`src/hdl/pdc_pkg.sv`:
```
// Package for the permutation displacement counter.
// Holds sizes, the modulus, command and status structs, the FSM state type and
// the table address function. Used by every module of the block.
package pdc_pkg;

  localparam int MAX_N    = 32;
  localparam int SPAN     = 2 * MAX_N * MAX_N + 1;
  localparam int CENTER   = MAX_N * MAX_N;
  localparam int LAYER_SZ = (MAX_N + 1) * SPAN;
  localparam int DEPTH    = 2 * LAYER_SZ;
  localparam int ADDR_W   = $clog2(DEPTH);

  localparam int N_W     = 6;
  localparam int TGT_W   = 11;
  localparam int CNT_W   = 30;
  localparam int NN_W    = 11;
  localparam int S_W     = 12;
  localparam int COEF_W  = 11;
  localparam int PROD_W  = CNT_W + COEF_W;
  localparam int ACC_W   = PROD_W + 2;

  localparam logic [CNT_W-1:0] MODULUS = 30'd1000000007;
  // 2^30 mod MODULUS, used to fold the upper bits back down.
  localparam logic [26:0] FOLD_C = 27'd73741817;

  // Which neighbor of the previous layer a read fetches, or the result entry.
  typedef enum logic [1:0] {
    TERM_A,
    TERM_B,
    TERM_C,
    TERM_RES
  } term_t;

  typedef enum logic [3:0] {
    ST_IDLE,
    ST_INIT,
    ST_RD_A,
    ST_RD_B,
    ST_RD_C,
    ST_MUL,
    ST_ADD,
    ST_FOLD,
    ST_FIX,
    ST_FINAL,
    ST_FWAIT,
    ST_RESULT
  } state_t;

  typedef struct packed {
    logic  load;
    logic  init_wr;
    term_t term;
    logic  acc_load;
    logic  acc_add;
    logic  fold;
    logic  cell_wr;
    logic  cap;
  } cmd_t;

  typedef struct packed {
    logic size_over;
    logic s_last;
    logic j_last;
    logic i_last;
    logic n_zero;
    logic fold_done;
  } stat_t;

  // Flat table address of entry (layer, j, s index).
  function automatic logic [ADDR_W-1:0] tab_addr(input logic layer,
                                                 input logic [N_W-1:0] j,
                                                 input logic [S_W-1:0] sidx);
    logic [ADDR_W-1:0] base;
    logic [ADDR_W-1:0] row;
    base = layer ? ADDR_W'(LAYER_SZ) : '0;
    row  = ADDR_W'(j) * ADDR_W'(SPAN);
    return base + row + ADDR_W'(sidx);
  endfunction

endpackage

```
`src/hdl/pdc_ctrl.sv`:
```
// Controller of the permutation displacement counter.
// Sequences table initialization, per-cell reads, reduction and write-back.
// Depends on pdc_pkg.
module pdc_ctrl (
  input  logic           clk,
  input  logic           rst,
  input  logic           start,
  input  pdc_pkg::stat_t stat,
  output pdc_pkg::cmd_t  cmd,
  output logic           busy,
  output logic           done
);

  pdc_pkg::state_t state, state_next;

  // State register.
  always_ff @(posedge clk) begin
    if (rst) begin
      state <= pdc_pkg::ST_IDLE;
    end else begin
      state <= state_next;
    end
  end

  // Next state and commands.
  always_comb begin
    state_next   = state;
    cmd          = '0;
    cmd.term     = pdc_pkg::TERM_A;
    case (state)
      pdc_pkg::ST_IDLE: begin
        if (start) begin
          cmd.load   = 1'b1;
          state_next = stat.size_over ? pdc_pkg::ST_FINAL : pdc_pkg::ST_INIT;
        end
      end
      pdc_pkg::ST_INIT: begin
        cmd.init_wr = 1'b1;
        if (stat.s_last) begin
          state_next = stat.n_zero ? pdc_pkg::ST_FINAL : pdc_pkg::ST_RD_A;
        end
      end
      pdc_pkg::ST_RD_A: begin
        cmd.term   = pdc_pkg::TERM_A;
        state_next = pdc_pkg::ST_RD_B;
      end
      pdc_pkg::ST_RD_B: begin
        cmd.term   = pdc_pkg::TERM_B;
        state_next = pdc_pkg::ST_RD_C;
      end
      pdc_pkg::ST_RD_C: begin
        cmd.term     = pdc_pkg::TERM_C;
        cmd.acc_load = 1'b1;
        state_next   = pdc_pkg::ST_MUL;
      end
      pdc_pkg::ST_MUL: begin
        cmd.acc_add = 1'b1;
        state_next  = pdc_pkg::ST_ADD;
      end
      pdc_pkg::ST_ADD: begin
        cmd.acc_add = 1'b1;
        state_next  = pdc_pkg::ST_FOLD;
      end
      pdc_pkg::ST_FOLD: begin
        if (stat.fold_done) begin
          state_next = pdc_pkg::ST_FIX;
        end else begin
          cmd.fold = 1'b1;
        end
      end
      pdc_pkg::ST_FIX: begin
        cmd.cell_wr = 1'b1;
        if (stat.s_last && stat.j_last && stat.i_last) begin
          state_next = pdc_pkg::ST_FINAL;
        end else begin
          state_next = pdc_pkg::ST_RD_A;
        end
      end
      pdc_pkg::ST_FINAL: begin
        cmd.term   = pdc_pkg::TERM_RES;
        state_next = pdc_pkg::ST_FWAIT;
      end
      pdc_pkg::ST_FWAIT: begin
        cmd.cap    = 1'b1;
        state_next = pdc_pkg::ST_RESULT;
      end
      pdc_pkg::ST_RESULT: begin
        state_next = pdc_pkg::ST_IDLE;
      end
      default: begin
        state_next = pdc_pkg::ST_IDLE;
      end
    endcase
  end

  assign busy = (state != pdc_pkg::ST_IDLE);
  assign done = (state == pdc_pkg::ST_RESULT);

endmodule

```
`config.mk`:
```
export PLATFORM = sky130hd
export DESIGN_NAME = pdc_ctrl
export DESIGN_NICKNAME = d
export VERILOG_FILES = /design/src/hdl/pdc_pkg.sv /design/src/hdl/pdc_ctrl.sv
export SDC_FILE = /design/constraint.sdc
export NUM_CORES = 1
export LEC_CHECK = 0
export BUFFER_PORTS_ARGS = -buffer_cell sky130_fd_sc_hd__clkbuf_2
export CORE_AREA = 2 2 39 41
export CTS_BUF_LIST = sky130_fd_sc_hd__clkbuf_16
export DETAILED_ROUTE_END_ITERATION = 10
export DIE_AREA = 0 0 41 43
export MAX_ROUTING_LAYER = met4
export PLACE_DENSITY = 0.69
export SYNTH_ARGS = -nofsm -noshare
export SYNTH_HDL_FRONTEND = slang
export SYNTH_SLANG_ARGS = --single-unit
```
`constraint.sdc`:
```
create_clock -name clk -period 1.8 [get_ports clk]
set_input_delay 0.36 -clock clk [delete_from_list [all_inputs] [get_ports clk]]
set_output_delay 0.36 -clock clk [all_outputs]
set_load 0.02 [all_outputs]
```
==> results of run 1 <==
==> routing by layer <==
| metal | vias to the layer above | part of all wire, % |
|---|---|---|
| met4 | 0 | 0 |
| met1 | 240 | 44 |
| met2 | 21 | 50 |
| li1 | 261 | - |
| met3 | 0 | 6.0 |
| met5 | - | 0 |
==> power groups by stage <==
stage / registers [W] / logic (W) / clock network [W]
finish: 0.000188 / 0.000565 / 0.000341
global route: 0.000194 / 0.000627 / 0.000348
CTS: 0.000182 / 0.000568 / 0.000344
detailed placement: 0.000182 / 0.000566 / 0
global placement: 0.000179 / 0.000561 / 0
floorplan: 0.000147 / 0.000478 / 0
==> layout make-up <==
cell class / instances / area [sq um] / share of cell area (%)
Sequential cell: 4 / 82.6 / 13.2
Clock buffer: 3 / 75.1 / 12.0
Timing Repair Buffer: 24 / 133 / 21.2
Tap cell: 16 / 20.0 / 3.20
Inverter: 2 / 7.51 / 1.20
Multi-Input combinational cell: 47 / 308 / 49.2
==> critical path, cell delays in order, from the launching register on <==
cell and delay, ps:
dfxtp_1 440, inv_1 80, or3_1 310, a21oi_1 150, clkbuf_2 180
==> cell families (layout without fill, tap and decap cells) <==
| family | count (synthesis) | after routing | share of synthesized area, % |
|---|---|---|---|
| DFF | 4 | 4 | 18.4 |
| and+or+nand+nor | 30 | 30 | 39.9 |
| AOI/OAI and AO/OA | 14 | 14 | 24.4 |
| muxes | 1 | 1 | 2.30 |
| xor gates and xnor gates | 2 | 2 | 4.02 |
| buffers and inverters | 7 | 29 | 10.9 |
==> layout by cell type (no fill, tap or decap) <==
cell / instances
a21oi_1: 4
a31oi_1: 3
mux2i_1: 1
nand2b_1: 1
and3_1: 4
dfxtp_2: 2
nor2_1: 6
xor2_1: 1
a221oi_1: 1
nor3_1: 5
inv_1: 1
or3b_1: 1
o2bb2ai_1: 1
dfxtp_1: 2
nor4b_1: 1
o211ai_2: 1
clkbuf_2: 19
nor2b_1: 1
nor2_2: 1
o32ai_1: 2
and2_1: 2
xnor2_1: 1
o21ai_1: 1
and4bb_1: 1
or3_1: 1
clkbuf_16: 3
buf_4: 5
inv_2: 1
a221oi_2: 1
nand3_1: 2
nand2_1: 3
nor4_2: 1
==> worst max-delay path by stage <==
stage	to	slack, ps	start
4_1_cts	cmd[6]	70	state[2]
3_3_place_gp	cmd[6]	300	state[2]
5_1_grt	cmd[1]	-2	state[3]
6_report	cmd[6]	60	state[2]
2_1_floorplan	cmd[0]	120	state[0]
3_5_place_dp	cmd[6]	310	state[2]
==> stage by stage <==
step	setup slack, ps	hold slack, ps	power (W)
5_1_grt	-2.18	401	0.00117
3_3_place_gp	297	614	0.000740
4_1_cts	72.3	388	0.00109
6_report	60.6	379	0.00109
2_1_floorplan	116	476	0.000625
3_5_place_dp	311	612	0.000748
==> what timing repair did <==
action	CTS	global route
setup endpoints to repair	0	2
gates resized for setup	0	2
setup buffers	0	0
hold endpoints to repair	0	0
==> out/qor.txt, run 1 <==
Routed WL per cell = 12.3 um
Fmax = 575 MHz
Unique cell type count in the Yosys netlist = 31
Ys flop type = dfxtp_1
Mapped Cells = 58
FF+latch count, synth = 4
GR Layer Usage met3 = 3.14%
Post-synth top cells = 6 x nor2_1, 5 x nor3_1, 4 x a21oi_1, 4 x and3_1, 4 x dfxtp_1
Share of layout cells above drive strength 1 = 42.5%
GPL Wtd Cong = 0.884
Hold Startpoint = rst
Vias = 522
Leakage = 0.291 nW
Final Hold Fails = 0
Cell Area, Synth = 435 sq um
Grt met1 use = 20.5%
Int Power = 0.000646 W
DIE AREA = 0.00176 sq mm
Busiest layer in global routing = met2
Largest cells by area after synthesis = dfxtp_1 18%, and3_1 5.7%, nor3_1 5.7%, buf_6 5.2%, nor2_1 5.2%
RSZ-0062 raised after global routing = yes
Crit share post-route = 96.6%
Max clock buf depth = 2
Sequential share of power = 17.2%
Data arrival, critical path = 1380 ps
Drt first-iter violations = 14
Max FFs per register = 4
Hold Path Stages = 2
Area delta synth->final = 43.7%
Min-Delay Endpoint = state[0]
Total congestion overflow = 0
DRC = 0
ANT cells = 0
Die height = 43 um
Cell Area, Placed = 548 sq um
IO buf count = 19
Final Critical Period = 1740 ps
Share of the synthesized area in the top cell type = 18.4%
Num CTS Buffers = 3
Post-synthesis sequential area ratio = 18.4%
FF-to-FF setup slack = 390 ps
Top flop regs = state: 4 flops
Synth Area per Inst = 7.51 sq um
Post-Route Utilization = 45.2%
Fraction of registers with async set/reset = 0%
Initial antenna violation count = 0
Critical Path Start Type = register
Count leader, synth = nor2_1
Gate power share = 51.7%
Final setup violating endpoints = 0
Starting density of the core = 31.5%
Reg-to-Reg End = state[1]
Max VDD drop = 0.846 mV
Critical Path RT = 1440 ps
Reg clk slew, reported paths = 30 ps
Worst-skew pair later-pin latency = 220 ps
Final Max Tran Viols = 0
Drt first pass iters = 4
Register-to-Register Path Depth = 5
Met2 Use GR = 24.1%
Core Rows = 14
Power Dens Cells = 1750 mW/mm^2
Hold Crit Class = input pin to register
Sink Count = 4
Layout Nets = 91
Worst slew margin = 78.3%
Fin area = 626 sq um
R2r startpoint = state[2]
Worst-Margin Slew = 322 ps
TritonCTS clock tree = done
Max Cap Viol = 0
Worst-path maximum fanout = 7
Sw frac = 41.0%
CP Capture Type = primary output
CP Class = register to primary output
Ports = 20
Largest Register = state
Routed Antenna Nets = 0
Pin count of the biggest net entering global routing = 12
Setup Skew = 1.66 ps
First-pass GRT wire length = 1920 um
Synth area leader = dfxtp_1
Final Non-Filler Cells = 96
FILL cells = 144
Vias in the first global route = 470
Width of the die = 41 um
DP Cell Count = 93
Net Count, Synth = 67
Status = finished, final reports clean
Vias/cell = 5.44
Synthesis warning total = 0
Floorplan core area = 0.00138 sq mm
Post-Route WL = 1180 um
GRT Total Usage = 15.4%
Post-synth EDFFs = 0
Clock Tree Root = clkbuf_16
CTS H-tree lvls = 1
Setup TNS Final = 0 ps
Switching Power = 0.000449 W
Clock Power Share = 31.2%
DP HPWL = 924 um
CTS Hold Bufs = 0
Note: power is estimated with default switching activity, not from simulation.
==> run 2, diff against run 1 <==
CAP_MARGIN = 40   (was default)
clock period = 1.9 ns   (was 1.8 ns; I/O delays follow)
==> out/qor.txt, run 2 (same netlist as run 1, synthesis figures left out) <==
Status = finished, final reports clean
Share of layout cells above drive strength 1 = 41.0% (-1.5 points)
Routed WL per cell = 13.1 um (+7.2%)
Vias/cell = 5.45 (+0.17%)
FF-to-FF setup slack = 480 ps (+90 ps)
Critical Path RT = 1520 ps (+80 ps)
Final Critical Period = 1840 ps
Drt first pass iters = 4 (unchanged)
Sink Count = 4 (unchanged)
Most frequent cells in the layout = 19 x clkbuf_2, 6 x nor2_1, 5 x nor3_1
CP Class = register to primary output
Setup bufs post-CTS = 0 (unchanged)
Most common cell after layout, fill and taps aside = clkbuf_2
Worst Setup EP = cmd[2]
Routed Antenna Nets = 0 (unchanged)
Width of the die = 41 um (unchanged)
IO buf count = 19 (unchanged)
Fmax = 544 MHz
Reg clk slew, reported paths = 30 ps (about the same)
FILL cells = 139 (-3.5%)
Starting density of the core = 31.5% (unchanged)
R2r startpoint = state[0]
Critical Path Source = state[0]
Max FFs per register = 4 (unchanged)
Worst slew margin = 78.0% (-0.34 points)
Total congestion overflow = 0 (unchanged)
Initial antenna violation count = 0 (unchanged)
ANT cells = 0 (unchanged)
TritonCTS clock tree = done
Register-to-Register Path Depth = 5 (unchanged)
Drt first-iter violations = 9 (-5)
Data arrival, critical path = 1460 ps (+80 ps)
Final setup violating endpoints = 0 (unchanged)
Max clock buf depth = 2 (unchanged)
Top flop regs = state: 4 flops
Final Max Tran Viols = 0 (unchanged)
Max VDD drop = 0.691 mV (-18%)
Crit share post-route = 96.7%
Ports = 20 (unchanged)
Num CTS Buffers = 3 (unchanged)
Vias in the first global route = 439 (-6.6%)
Vias = 512 (-1.9%)
Worst-Margin Slew = 329 ps (+7.32 ps)
Setup Skew = 3.45 ps (+1.80 ps)
Worst-path maximum fanout = 9 (+2)
Area delta synth->final = 40.2%
CTS H-tree lvls = 1 (unchanged)
Power, Total = 0.00104 W (-4.5%)
Worst-skew pair later-pin latency = 230 ps (about the same)
Core Rows = 14 (unchanged)
Layout Nets = 89 (-2.2%)
RSZ-0062 raised after global routing = no
DRC = 0 (unchanged)
CP Capture Type = primary output
Leakage = 0.282 nW (-3.2%)
Setup TNS Final = 0 ps (unchanged)
Max Cap Viol = 0 (unchanged)
Die height = 43 um (unchanged)
First-pass GRT wire length = 1900 um (-1.1%)
Clock Tree Root = clkbuf_16
Post-Route WL = 1240 um (+4.9%)
Largest Register = state
DIE AREA = 0.00176 sq mm (unchanged)
Reg-to-Reg End = state[0]
Power Dens Cells = 1710 mW/mm^2 (-2.2%)
Hold Crit Class = input pin to register
DP HPWL = 899 um (-2.7%)
Floorplan core area = 0.00138 sq mm (unchanged)
GRT Total Usage = 15.9% (+0.53 points)
Hold Path Stages = 2 (unchanged)
Final Hold Fails = 0 (unchanged)
Critical Path Start Type = register
Pin count of the biggest net entering global routing = 16 (+4)
GPL Wtd Cong = 0.812 (-8.1%)
## run 2: per-layer routing
layer	global-route usage [%]	wire, um	vias to the layer above
li1	-	-	257
met1	21.5	609	236
met2	21.9	553	17
met3	3.14	62	2
met4	8.00	10	0
met5	-	0	-
## run 2: power breakdown
group	total, W	leakage (nW)	internal (W)	switching, W
Sequential	0.000187	0.0337	0.000115	0.0000718
Clock	0.000335	0.0370	0.000270	0.0000658
Combinational	0.000523	0.211	0.000214	0.000308
## run 2: stage by stage
stage	hold WS, ps	cell area, sq um	setup WS [ps]	util (%)	cells
floorplan	496	435	196	-	58
global placement	643	533	265	38.5	91
detailed placement	638	533	185	38.5	91
CTS	407	609	68.9	44.0	94
global route	429	611	9.14	44.1	94
finish	403	611	62.0	44.1	94
## run 2: worst min path at each step
stage                   from        to  slack, ps
finish                   rst  state[1]        400
global route             rst  state[1]        430
CTS                      rst  state[1]        410
detailed placement  state[2]  state[2]        640
global placement         rst  state[1]        640
floorplan                rst  state[1]        500
## run 2: area by class of cell
cell class	count	area (sq um)	area share (%)
tap	16	20.0	3.28
sequential	4	82.6	13.5
inverter	2	7.51	1.23
timing repair buffer	22	118	19.3
multi-input combinational	47	308	50.4
clock buffer	3	75.1	12.3
## run 2: what timing repair did
action,CTS,global route
endpoints found under the setup margin,2,1
hold buffers,0,0
gates resized for setup,1,1
## run 2: worst max-delay path, cell delays in order, from the launching register on
cell      delay, ps
dfxtp_1         500
and2_1          280
nand2_1         130
nor2_1          130
clkbuf_2        180
==> run 3, diff against run 2 <==
SETUP_SLACK_MARGIN = 0.15   (was default)
==> out/qor.txt, run 3 (same netlist as run 1, synthesis figures left out) <==
Max Cap Viol = 0 (unchanged)
Power Dens Cells = 1700 mW/mm^2 (-0.82%)
Power, Total = 0.00106 W (+1.8%)
Fin area = 627 sq um (+2.7%)
Max clock buf depth = 2 (unchanged)
Final Hold Fails = 0 (unchanged)
FILL cells = 140 (+0.72%)
Ports = 20 (unchanged)
Hold Crit Class = input pin to register
Largest Register = state
Share of layout cells above drive strength 1 = 47.4% (+6.4 points)
Die height = 43 um (unchanged)
Gate power share = 50.0% (about the same)
Layout Nets = 89 (unchanged)
Total congestion overflow = 0 (unchanged)
CTS H-tree lvls = 1 (unchanged)
Max FFs per register = 4 (unchanged)
Num CTS Buffers = 3 (unchanged)
TritonCTS clock tree = done
GRT Total Usage = 15.9% (unchanged)
Pin count of the biggest net entering global routing = 16 (unchanged)
Core Rows = 14 (unchanged)
Sink Count = 4 (unchanged)
RSZ-0062 raised after global routing = yes
Worst-Margin Slew = 302 ps (-27.7 ps)
Leakage = 0.286 nW (+1.6%)
Width of the die = 41 um (unchanged)
Clock Tree Root = clkbuf_16
Floorplan core area = 0.00138 sq mm (unchanged)
Sw frac = 41.9% (-0.80 points)
CP Capture Type = primary output
Final Critical Period = 1720 ps (-115 ps)
Most common cell after layout, fill and taps aside = clkbuf_2
Starting density of the core = 31.5% (unchanged)
Clock Power Share = 31.0% (-1.1 points)
Worst-skew pair later-pin latency = 220 ps (about the same)
Int Power = 0.000618 W (+3.2%)
Fmax = 580 MHz (+6.7%)
DRC = 0 (unchanged)
Reg clk slew, reported paths = 30 ps (about the same)
Setup Skew = 1.92 ps (-1.53 ps)
Crit share post-route = 90.7% (-6.0 points)
ANT cells = 0 (unchanged)
Worst-path maximum fanout = 15 (+6)
Setup TNS Final = 0 ps (unchanged)
Drt first-iter violations = 11 (+2)
Top flop regs = state: 4 flops
Post-Route WL = 1250 um (+1.1%)
Status = finished, final reports clean
Critical Path RT = 1520 ps (about the same)
Initial antenna violation count = 0 (unchanged)
Drt first pass iters = 4 (unchanged)
CP Class = register to primary output
Switching Power = 0.000446 W (about the same)
Post-Route Utilization = 45.3% (+1.2 points)
Final setup violating endpoints = 0 (unchanged)
Data arrival, critical path = 1340 ps (-120 ps)
Routed Antenna Nets = 0 (unchanged)
Area delta synth->final = 44.0%
Fin Hold WS = 401 ps (-1.36 ps)
Routed WL per cell = 13.3 um (+1.1%)
Setup bufs post-CTS = 0 (unchanged)
Critical Path Start Type = register
Worst slew margin = 79.7% (+1.7 points)
DP HPWL = 899 um (unchanged)
Sequential share of power = 19.0% (+1.1 points)
Max VDD drop = 0.718 mV (+3.9%)
First-pass GRT wire length = 1900 um (unchanged)
Cell Area, Placed = 533 sq um (unchanged)
Vias in the first global route = 439 (unchanged)
IO buf count = 19 (unchanged)
GPL Wtd Cong = 0.812 (unchanged)
Final Max Tran Viols = 0 (unchanged)
DIE AREA = 0.00176 sq mm (unchanged)
Most frequent cells in the layout = 18 x clkbuf_2, 6 x nor2_1
Vias = 510 (-0.39%)
Vias/cell = 5.43 (-0.39%)
## run 3: changes by cell type in the layout (fill, tap and decap cells not counted), sizes merged
| cell | change |
|---|---|
| buf | +1 |
| clkbuf | -1 |
## run 3: repair_timing
| action | in CTS | in global routing |
|---|---|---|
| endpoints found under the setup margin | 5 | 7 |
| hold buffers | 0 | 0 |
| gates resized for setup | 3 | 8 |
## run 3: worst paths after layout
kind         startpoint       end  slack (ps)  cells past startpoint
min                 rst  state[1]         400                      2
max            state[3]    cmd[1]         180                      3
max reg2reg    state[1]  state[0]         540                      5
min reg2reg    state[3]  state[1]         590                      1
## run 3: final cells by class
class                           count  area, sq um  share of cell area [%]
Clock buffer                        3         75.1                    12.0
Multi-Input combinational cell     47          314                    50.1
Sequential cell                     4         90.1                    14.4
Tap cell                           16         20.0                    3.19
Inverter                            2         7.51                    1.20
Timing Repair Buffer               22          120                    19.2
## run 3: layer usage
layer / GRT usage (%) / share of wire, % / vias up
met1: 21.5 / 47 / 232
met3: 3.14 / 5.7 / 2
met5: - / 0 / -
met4: 8.00 / 0.64 / 0
met2: 21.9 / 47 / 17
li1: - / - / 259
## run 3: power by group through the flow
stage | registers, W | logic (W) | clock network [W]
after detailed placement | 0.000183 | 0.000518 | 0
after global routing | 0.000208 | 0.000571 | 0.000342
after floorplan | 0.000139 | 0.000453 | 0
final | 0.000202 | 0.000532 | 0.000330
after CTS | 0.000186 | 0.000520 | 0.000331
after global placement | 0.000181 | 0.000507 | 0
## run 3: critical path, cell delays in order, from the launching register on
cell and delay, ps:
dfxtp_4 430, inv_2 100, nor4_2 360, clkbuf_2 230
## run 3: through the flow
stage / setup WS (ps) / instances
after floorplan: 196 / 58
after global placement: 265 / 91
after detailed placement: 185 / 91
after CTS: 117 / 94
after global routing: 130 / 94
final: 177 / 94
